## config.mk

```make
export PLATFORM = sky130hd
export DESIGN_NAME = gcd_lcm_unit
export DESIGN_NICKNAME = d
export VERILOG_FILES = /design/src/rtl/core/glu_pkg.sv /design/src/rtl/core/glu_gcd.sv /design/src/rtl/core/glu_div.sv /design/src/rtl/core/gcd_lcm_unit.sv
export SDC_FILE = /design/constraint.sdc
export NUM_CORES = 2
export LEC_CHECK = 0
export ABC_AREA = 1
export ABC_CLOCK_PERIOD_IN_PS = 6600
export CORE_UTILIZATION = 55
export CTS_CLUSTER_DIAMETER = 60
export DETAILED_ROUTE_END_ITERATION = 16
export DONT_BUFFER_PORTS = 1
export PLACE_DENSITY = 0.83
export SYNTH_ARGS = -nofsm -noshare
export SYNTH_HDL_FRONTEND = slang
export SYNTH_SLANG_ARGS = --single-unit
```

## constraint.sdc

```tcl
create_clock -name clock -period 6.6 [get_ports clock]
set_input_delay 0.33 -clock clock [delete_from_list [all_inputs] [get_ports clock]]
set_output_delay 0.33 -clock clock [all_outputs]
set_load 0.005 [all_outputs]
```

## src/rtl/core/glu_pkg.sv

```systemverilog
// Shared constants and types for the GCD / LCM unit.
`default_nettype none
package glu_pkg;

   localparam int VALUE_BITS = 31;
   localparam int MULT_BITS  = 2 * VALUE_BITS;
   localparam int CNT_BITS   = $clog2(VALUE_BITS + 1);

   // Completion report from an iterative unit back to the sequencer.
   typedef struct packed {
      logic                  done;
      logic [VALUE_BITS-1:0] value;
   } unit_rsp_type;

endpackage
`default_nettype wire

```

## src/rtl/core/glu_gcd.sv

```systemverilog
// Binary GCD engine: one compare/subtract or shift per cycle, operands non-zero.
`default_nettype none
module glu_gcd
   import glu_pkg::*;
(
   input  wire logic                  clock,
   input  wire logic                  reset,
   input  wire logic                  start,
   input  wire logic [VALUE_BITS-1:0] first,
   input  wire logic [VALUE_BITS-1:0] second,
   output      unit_rsp_type          rsp
);

   logic                  busy_ff,  busy_in;
   logic                  done_ff,  done_in;
   logic [VALUE_BITS-1:0] u_ff,     u_in;
   logic [VALUE_BITS-1:0] v_ff,     v_in;
   logic [CNT_BITS-1:0]   shift_ff, shift_in;
   logic [VALUE_BITS-1:0] value_ff, value_in;

   always_comb begin
      busy_in  = busy_ff;
      done_in  = 1'b0;
      u_in     = u_ff;
      v_in     = v_ff;
      shift_in = shift_ff;
      value_in = value_ff;
      if (start) begin
         busy_in  = 1'b1;
         u_in     = first;
         v_in     = second;
         shift_in = '0;
      end else if (busy_ff) begin
         priority if (u_ff == v_ff) begin
            busy_in  = 1'b0;
            done_in  = 1'b1;
            value_in = u_ff << shift_ff;
         end else if (!u_ff[0] && !v_ff[0]) begin
            // common factor of two, restored at the end
            u_in     = u_ff >> 1;
            v_in     = v_ff >> 1;
            shift_in = shift_ff + CNT_BITS'(1);
         end else if (!u_ff[0]) begin
            u_in = u_ff >> 1;
         end else if (!v_ff[0]) begin
            v_in = v_ff >> 1;
         end else if (u_ff > v_ff) begin
            u_in = u_ff - v_ff;
         end else begin
            v_in = v_ff - u_ff;
         end
      end
   end

   always_ff @(posedge clock) begin
      if (reset) begin
         busy_ff <= 1'b0;
         done_ff <= 1'b0;
      end else begin
         busy_ff <= busy_in;
         done_ff <= done_in;
      end
      u_ff     <= u_in;
      v_ff     <= v_in;
      shift_ff <= shift_in;
      value_ff <= value_in;
   end

   assign rsp.done  = done_ff;
   assign rsp.value = value_ff;

endmodule
`default_nettype wire

```

## src/rtl/core/glu_div.sv

```systemverilog
// Restoring divider: one quotient bit per cycle, divisor non-zero.
`default_nettype none
module glu_div
   import glu_pkg::*;
(
   input  wire logic                  clock,
   input  wire logic                  reset,
   input  wire logic                  start,
   input  wire logic [VALUE_BITS-1:0] dividend,
   input  wire logic [VALUE_BITS-1:0] divisor,
   output      unit_rsp_type          rsp
);

   logic                  busy_ff, busy_in;
   logic                  done_ff, done_in;
   logic [CNT_BITS-1:0]   cnt_ff,  cnt_in;
   logic [VALUE_BITS-1:0] rem_ff,  rem_in;
   logic [VALUE_BITS-1:0] quo_ff,  quo_in;
   logic [VALUE_BITS-1:0] dsr_ff,  dsr_in;
   logic [VALUE_BITS:0]   trial;
   logic [VALUE_BITS:0]   diff;

   // quo_ff shifts the dividend out at the top and the quotient in at the bottom
   assign trial = {rem_ff, quo_ff[VALUE_BITS-1]};
   assign diff  = trial - {1'b0, dsr_ff};

   always_comb begin
      busy_in = busy_ff;
      done_in = 1'b0;
      cnt_in  = cnt_ff;
      rem_in  = rem_ff;
      quo_in  = quo_ff;
      dsr_in  = dsr_ff;
      if (start) begin
         busy_in = 1'b1;
         cnt_in  = CNT_BITS'(VALUE_BITS - 1);
         rem_in  = '0;
         quo_in  = dividend;
         dsr_in  = divisor;
      end else if (busy_ff) begin
         if (!diff[VALUE_BITS]) begin
            rem_in = diff[VALUE_BITS-1:0];
            quo_in = {quo_ff[VALUE_BITS-2:0], 1'b1};
         end else begin
            rem_in = trial[VALUE_BITS-1:0];
            quo_in = {quo_ff[VALUE_BITS-2:0], 1'b0};
         end
         cnt_in = cnt_ff - CNT_BITS'(1);
         if (cnt_ff == '0) begin
            busy_in = 1'b0;
            done_in = 1'b1;
         end
      end
   end

   always_ff @(posedge clock) begin
      if (reset) begin
         busy_ff <= 1'b0;
         done_ff <= 1'b0;
      end else begin
         busy_ff <= busy_in;
         done_ff <= done_in;
      end
      cnt_ff <= cnt_in;
      rem_ff <= rem_in;
      quo_ff <= quo_in;
      dsr_ff <= dsr_in;
   end

   assign rsp.done  = done_ff;
   assign rsp.value = quo_ff;

endmodule
`default_nettype wire

```

## src/rtl/core/gcd_lcm_unit.sv

```systemverilog
// Top level: sequencer, product stage and result register of the GCD / LCM unit.
//
//   channel  direction  handshake             payload
//   req      in         req_valid/req_stall   req_first_value, req_second_value
//   rsp      out        rsp_valid/rsp_stall   rsp_divisor, rsp_multiple,
//                                             rsp_both_zero_error
//
// One transaction at a time; req_stall is high from acceptance until the result
// moves into the output register. A zero operand goes straight to ST_DONE;
// otherwise the binary GCD loop runs, then the divider, the product stage and
// the hand-over into the output register.
// A held result in the output register does not block the next request.
// Synchronous active-high reset clears the sequencer and valid flags only.
`default_nettype none
module gcd_lcm_unit
   import glu_pkg::*;
(
   input  wire logic                  clock,
   input  wire logic                  reset,
   input  wire logic                  req_valid,
   output      logic                  req_stall,
   input  wire logic [VALUE_BITS-1:0] req_first_value,
   input  wire logic [VALUE_BITS-1:0] req_second_value,
   output      logic                  rsp_valid,
   input  wire logic                  rsp_stall,
   output      logic [VALUE_BITS-1:0] rsp_divisor,
   output      logic [MULT_BITS-1:0]  rsp_multiple,
   output      logic                  rsp_both_zero_error
);

   typedef enum logic [4:0] {
      ST_IDLE = 5'b00001,
      ST_GCD  = 5'b00010,
      ST_DIV  = 5'b00100,
      ST_MUL  = 5'b01000,
      ST_DONE = 5'b10000
   } state_type;

   state_type             state_ff, state_in;
   logic [VALUE_BITS-1:0] op_a_ff,  op_a_in;
   logic [VALUE_BITS-1:0] op_b_ff,  op_b_in;
   logic [VALUE_BITS-1:0] res_div_ff, res_div_in;
   logic [VALUE_BITS-1:0] quo_ff,   quo_in;
   logic [MULT_BITS-1:0]  res_mul_ff, res_mul_in;
   logic                  res_err_ff, res_err_in;
   logic                  out_valid_ff, out_valid_in;
   logic [VALUE_BITS-1:0] out_div_ff, out_div_in;
   logic [MULT_BITS-1:0]  out_mul_ff, out_mul_in;
   logic                  out_err_ff, out_err_in;
   logic                  req_accept;
   logic                  any_zero;
   logic                  gcd_start;
   logic                  div_start;
   logic                  out_load;
   unit_rsp_type          gcd_rsp;
   unit_rsp_type          div_rsp;

   assign req_stall  = (state_ff != ST_IDLE);
   assign req_accept = req_valid && !req_stall;
   assign any_zero   = (req_first_value == '0) || (req_second_value == '0);
   assign gcd_start  = req_accept && !any_zero;
   assign div_start  = (state_ff == ST_GCD) && gcd_rsp.done;
   assign out_load   = (state_ff == ST_DONE) && (!out_valid_ff || !rsp_stall);

   glu_gcd u_gcd (
      .clock  (clock),
      .reset  (reset),
      .start  (gcd_start),
      .first  (req_first_value),
      .second (req_second_value),
      .rsp    (gcd_rsp)
   );

   // lcm = (a / gcd) * b keeps every intermediate within the operand width
   glu_div u_div (
      .clock    (clock),
      .reset    (reset),
      .start    (div_start),
      .dividend (op_a_ff),
      .divisor  (gcd_rsp.value),
      .rsp      (div_rsp)
   );

   always_comb begin
      state_in   = state_ff;
      op_a_in    = op_a_ff;
      op_b_in    = op_b_ff;
      res_div_in = res_div_ff;
      quo_in     = quo_ff;
      res_mul_in = res_mul_ff;
      res_err_in = res_err_ff;
      unique case (state_ff)
         ST_IDLE: begin
            if (req_accept) begin
               op_a_in = req_first_value;
               op_b_in = req_second_value;
               if (any_zero) begin
                  res_div_in = req_first_value | req_second_value;
                  res_mul_in = '0;
                  res_err_in = (req_first_value == '0) && (req_second_value == '0);
                  state_in   = ST_DONE;
               end else begin
                  res_err_in = 1'b0;
                  state_in   = ST_GCD;
               end
            end
         end
         ST_GCD: begin
            if (gcd_rsp.done) begin
               res_div_in = gcd_rsp.value;
               state_in   = ST_DIV;
            end
         end
         ST_DIV: begin
            if (div_rsp.done) begin
               quo_in   = div_rsp.value;
               state_in = ST_MUL;
            end
         end
         ST_MUL: begin
            res_mul_in = MULT_BITS'(quo_ff) * MULT_BITS'(op_b_ff);
            state_in   = ST_DONE;
         end
         ST_DONE: begin
            if (out_load) begin
               state_in = ST_IDLE;
            end
         end
         default: begin
            state_in = ST_IDLE;
         end
      endcase
   end

   always_comb begin
      out_valid_in = out_valid_ff && rsp_stall;
      out_div_in   = out_div_ff;
      out_mul_in   = out_mul_ff;
      out_err_in   = out_err_ff;
      if (out_load) begin
         out_valid_in = 1'b1;
         out_div_in   = res_div_ff;
         out_mul_in   = res_mul_ff;
         out_err_in   = res_err_ff;
      end
   end

   always_ff @(posedge clock) begin
      if (reset) begin
         state_ff     <= ST_IDLE;
         out_valid_ff <= 1'b0;
      end else begin
         state_ff     <= state_in;
         out_valid_ff <= out_valid_in;
      end
      op_a_ff    <= op_a_in;
      op_b_ff    <= op_b_in;
      res_div_ff <= res_div_in;
      quo_ff     <= quo_in;
      res_mul_ff <= res_mul_in;
      res_err_ff <= res_err_in;
      out_div_ff <= out_div_in;
      out_mul_ff <= out_mul_in;
      out_err_ff <= out_err_in;
   end

   assign rsp_valid           = out_valid_ff;
   assign rsp_divisor         = out_div_ff;
   assign rsp_multiple        = out_mul_ff;
   assign rsp_both_zero_error = out_err_ff;

endmodule
`default_nettype wire

```

==> flow_metrics.py <==
metrics = {
    "clocking": {
        "depth_of_the_cts_h_tree": 3,
        "tritoncts": "done",
        "cts_max_path_buffers": 3,
        "cts_root_buffer": "sky130_fd_sc_hd__clkbuf_16",
        "tritoncts_num_sinks": 487,
        "clkLatencyLatePin_ps": 670,
        "cts.reportedPaths.clkPinSlew_ps": 60,
        "tritoncts.num_buffers": 66,
    },
    "synth": {
        "async_reset_ff_share_pct": 0,
        "synthesis.nets": 8985,
        "synthFlopType": "sky130_fd_sc_hd__edfxtp_1",
        "yosysWarnings": 0,
        "synth.yosys.seq_area_share_pct": 23.6,
        "post_synthesis_register_bit_count": 487,
        "synth-edff-count": 436,
        "synth.lib_cells_used.distinct": 46,
        "netlist_instances": 7729,
        "synth_area_um2": 59800,
        "avg_cell_area_syn_um2": 7.74,
    },
    "detailed_routing": {
        "postRouteAntennaNets": 0,
        "wl_per_cell_um": 21.3,
        "drt_iter0_markers": 6246,
        "drtPass1Iterations": 6,
        "via_count": 52500,
        "remaining_drc_errors": 0,
        "routed_wirelength_um": 202000,
        "drt-vias-per-instance": 5.53,
    },
    "critical_path": {
        "regToRegSetupSlack_ps": -360,
        "timing.rr.end": "res_mul_ff[20]$_SDFFCE_PN0P_",
        "worstPathArrival_ps": 7490,
        "critPathSlowestCell": "sky130_fd_sc_hd__fa_2",
        "timing.critical_path.from_type": "register",
        "setup.worst_path.class": "reg2reg",
        "crit-reg2reg-launch": "quo_ff[14]$_DFFE_PP_",
        "critical_path_peak_fanout": 5,
        "cp_data_required_time_ps": 7130,
        "ff2ff_path_depth": 28,
        "critical_path.most_common_cell": "sky130_fd_sc_hd__fa_1",
        "crit_path_end_kind": "register",
        "cpPeakStageDelay_ps": 600,
    },
    "min_path": {
        "worstHoldEndpoint": "res_div_ff[21]$_DFFE_PP_",
        "worst_hold_path_type": "in2reg",
        "holdPathStages": 2,
        "hold_crit_start": "req_second_value[21]",
    },
    "placed_design": {
        "hpwlAfterDp_um": 153000,
        "place.port_buffers": 0,
        "pre_cts_ws_ps": -459,
        "globalplace.congestion": 1.00,
    },
    "finish": {
        "final_nets": 9283,
        "fin_util_pct": 65.1,
        "final_layout_size_suffix_gt1_share_pct": 13.2,
        "flow.area_growth_from_synthesis_pct": 16.9,
        "fillers": 8589,
    },
    "sta": {
        "grt_setup_unrepaired": "true",
        "max_freq_ghz": 0.144,
        "fin_worst_skew_ps": 42.3,
        "final_sum_of_negative_setup_slack_ps": -7690,
        "hold_violations": 0,
        "hold_slack_ps": 33.8,
        "report.final.setup_viol": 44,
        "slew-limit-headroom_pct": 17.8,
        "timing.final.ws_setup_ps": -359,
        "timing.final.crit_period_ps": 6960,
        "slew_viol_final": 0,
        "worst-slew-pin-transition_ps": 1220,
        "period_share_pct": 105,
    },
    "grt": {
        "grt_first_pass_wirelength_um": 304000,
        "number_of_global_route_vias_before_repair": 53400,
        "globalRoute.totalOverflow": 0,
        "gr-usage-all-layers_pct": 36.4,
        "antenna_violations_before_repair": 14,
        "grt_max_degree": 75,
    },
    "floorplan": {
        "num_io_pins": 162,
        "die_w_um": 332,
        "die_h_um": 332,
        "std_cell_rows": 120,
        "die_area_um2": 110000,
        "core_area_um2": 108000,
        "starting_density_pct": 55.6,
    },
    "outcome": {
        "violated_checks": "negative setup slack",
        "outcome": "finished, violations left",
    },
    "job": {
        "maxCapViolations": 0,
    },
}
==> flip-flops by register name, indices dropped and copies added, names as in the netlist <==
name                 count
u_div.done_ff            1
op_b_ff                 31
u_gcd.shift_ff           5
state_ff                 5
u_div.quo_ff            31
u_div.dsr_ff            31
quo_ff                  31
rsp_both_zero_error      1
rsp_divisor             31
rsp_multiple            62
u_gcd.done_ff            1
op_a_ff                 31
u_gcd.v_ff              31
u_div.cnt_ff             5
rsp_valid                1
u_div.busy_ff            1
res_err_ff               1
u_gcd.u_ff              31
u_gcd.value_ff          31
res_div_ff              31
res_mul_ff              62
u_div.rem_ff            31
u_gcd.busy_ff            1
==> layer usage <==
metal  part of all wire (%)  GRT usage [%]  vias up
li1                       -              -    23400
met5                  0.062              0        -
met1                     35           44.0    25000
met2                     46           59.2     3215
met3                     11           8.56      924
met4                    7.9           21.9        8
==> per-stage QoR <==
step / area (um^2) / instances
after global routing: 69900 / 9486
final: 69900 / 9503
after floorplan: 59800 / 7729
after detailed placement: 64000 / 9227
after CTS: 67700 / 9417
after global placement: 64000 / 9227
==> cells in the final DEF, fill, tap and decap left out, types with 11 or more instances in the layout <==
| cell type | n |
|---|---|
| sky130_fd_sc_hd__nand2_1 | 2254 |
| sky130_fd_sc_hd__inv_1 | 1905 |
| sky130_fd_sc_hd__fa_1 | 780 |
| sky130_fd_sc_hd__edfxtp_1 | 436 |
| sky130_fd_sc_hd__nor2_1 | 390 |
| sky130_fd_sc_hd__buf_4 | 331 |
| sky130_fd_sc_hd__ha_1 | 312 |
| sky130_fd_sc_hd__o21ai_0 | 219 |
| sky130_fd_sc_hd__nand3_1 | 194 |
| sky130_fd_sc_hd__a21oi_1 | 175 |
| sky130_fd_sc_hd__nand2_2 | 99 |
| sky130_fd_sc_hd__inv_2 | 92 |
| sky130_fd_sc_hd__clkbuf_16 | 69 |
| sky130_fd_sc_hd__buf_12 | 65 |
| sky130_fd_sc_hd__dlygate4sd3_1 | 64 |
| sky130_fd_sc_hd__fa_2 | 60 |
| sky130_fd_sc_hd__dfxtp_1 | 50 |
| sky130_fd_sc_hd__buf_6 | 48 |
| sky130_fd_sc_hd__a21oi_2 | 41 |
| sky130_fd_sc_hd__nor2_4 | 38 |
| sky130_fd_sc_hd__nand4_1 | 35 |
| sky130_fd_sc_hd__nand2_4 | 32 |
| sky130_fd_sc_hd__ha_4 | 30 |
| sky130_fd_sc_hd__nor2_2 | 28 |
| sky130_fd_sc_hd__xor2_1 | 28 |
| sky130_fd_sc_hd__nor3_1 | 27 |
| sky130_fd_sc_hd__diode_2 | 24 |
| sky130_fd_sc_hd__xnor2_1 | 22 |
| sky130_fd_sc_hd__nand3b_1 | 18 |
| sky130_fd_sc_hd__mux2i_1 | 16 |
| sky130_fd_sc_hd__o21bai_1 | 13 |
| sky130_fd_sc_hd__a21oi_4 | 12 |
| sky130_fd_sc_hd__nand3_2 | 11 |
==> synth_stat cells, types with 2 or more instances <==
cell                       count  area (um^2)
sky130_fd_sc_hd__nand2_1    2384         8950
sky130_fd_sc_hd__inv_1      1998         7500
sky130_fd_sc_hd__fa_1        840        16800
sky130_fd_sc_hd__nor2_1      450         1690
sky130_fd_sc_hd__edfxtp_1    436        13100
sky130_fd_sc_hd__ha_1        350         4380
sky130_fd_sc_hd__clkbuf_1    243          912
sky130_fd_sc_hd__o21ai_0     242         1210
sky130_fd_sc_hd__a21oi_1     227         1140
sky130_fd_sc_hd__nand3_1     209         1050
sky130_fd_sc_hd__dfxtp_1      51         1020
sky130_fd_sc_hd__nor3_1       39          195
sky130_fd_sc_hd__nand4_1      35          219
sky130_fd_sc_hd__xor2_1       28          245
sky130_fd_sc_hd__xnor2_1      22          193
sky130_fd_sc_hd__nand3b_1     18          135
sky130_fd_sc_hd__buf_2        16         80.1
sky130_fd_sc_hd__mux2i_1      16          160
sky130_fd_sc_hd__o21bai_1     15          113
sky130_fd_sc_hd__buf_1        12         45.0
sky130_fd_sc_hd__nand2_2       8         50.1
sky130_fd_sc_hd__inv_2         7         26.3
sky130_fd_sc_hd__o211ai_1      7         52.6
sky130_fd_sc_hd__o21a_1        7         52.6
sky130_fd_sc_hd__a21o_1        6         45.0
sky130_fd_sc_hd__nor4_1        6         37.5
sky130_fd_sc_hd__a22oi_1       5         37.5
sky130_fd_sc_hd__buf_6         5         56.3
sky130_fd_sc_hd__clkbuf_2      5         25.0
sky130_fd_sc_hd__clkinv_1      5         18.8
sky130_fd_sc_hd__or2_2         5         31.3
sky130_fd_sc_hd__o22ai_1       4         25.0
sky130_fd_sc_hd__and2_1        3         18.8
sky130_fd_sc_hd__and3_1        3         18.8
sky130_fd_sc_hd__buf_4         3         22.5
sky130_fd_sc_hd__nor2_2        3         18.8
sky130_fd_sc_hd__nor2_4        3         33.8
sky130_fd_sc_hd__a21boi_0      2         15.0
sky130_fd_sc_hd__nand3_2       2         20.0
sky130_fd_sc_hd__nor3_2        2         20.0
sky130_fd_sc_hd__nor3b_1       2         15.0
==> critical path, delay by kind of cell, from the launching register on <==
kind / cells / cell delay [ps]
simple gates: 6 / 500
fa+ha+maj: 9 / 4330
buf+inv: 11 / 1200
compound gates: 2 / 330
flops: 1 / 440
==> timing repair <==
action	in CTS	in global routing
pin swaps	21	193
gates resized for setup	189	496
endpoints found under the setup margin	46	48
hold endpoints to repair	149	0
hold buffers	64	0
gates cloned	1	2
buffers inserted	8	64
==> worst max path at each step <==
| stage | from | end | slack [ps] | depth (start not counted) |
|---|---|---|---|---|
| floorplan | quo_ff[10]$_DFFE_PP_ | res_mul_ff[46]$_SDFFCE_PN0P_ | 180 | 29 |
| global placement | op_b_ff[7]$_DFFE_PP_ | res_mul_ff[20]$_SDFFCE_PN0P_ | -420 | 26 |
| detailed placement | op_b_ff[10]$_DFFE_PP_ | res_mul_ff[20]$_SDFFCE_PN0P_ | -460 | 27 |
| CTS | quo_ff[20]$_DFFE_PP_ | res_mul_ff[58]$_SDFFCE_PN0P_ | -220 | 22 |
| global route | quo_ff[10]$_DFFE_PP_ | res_mul_ff[58]$_SDFFCE_PN0P_ | -590 | 28 |
| finish | quo_ff[14]$_DFFE_PP_ | res_mul_ff[20]$_SDFFCE_PN0P_ | -360 | 28 |
==> layout make-up <==
type | count | area (um^2) | area share (%)
timing repair buffer | 514 | 5080 | 7.26
antenna | 24 | 60.1 | 0.0859
tap | 1403 | 1760 | 2.51
clock inverter | 38 | 480 | 0.687
clock buffer | 79 | 1740 | 2.49
multi-input combinational | 4948 | 39100 | 56.0
inverter | 2010 | 7570 | 10.8
sequential | 487 | 14100 | 20.2
==> logic make-up (layout without fill, tap and decap cells) <==
group                    Yosys count  count (layout)  share of synthesized area, %
AO/OA/AOI/OAI                    519             519                          4.55
adder cells (fa/ha/maj)         1190            1190                          35.4
AND/OR/NAND/NOR                 3173            3173                          20.9
other                              0              24                             0
flip-flops                       487             487                          23.6
buffers and inverters           2294            2641                          14.5
multiplexers                      16              16                         0.268
XOR/XNOR                          50              50                         0.732
Power is not shown: default switching activity piles up to over one toggle a cycle in this logic, so the estimate is an artifact.
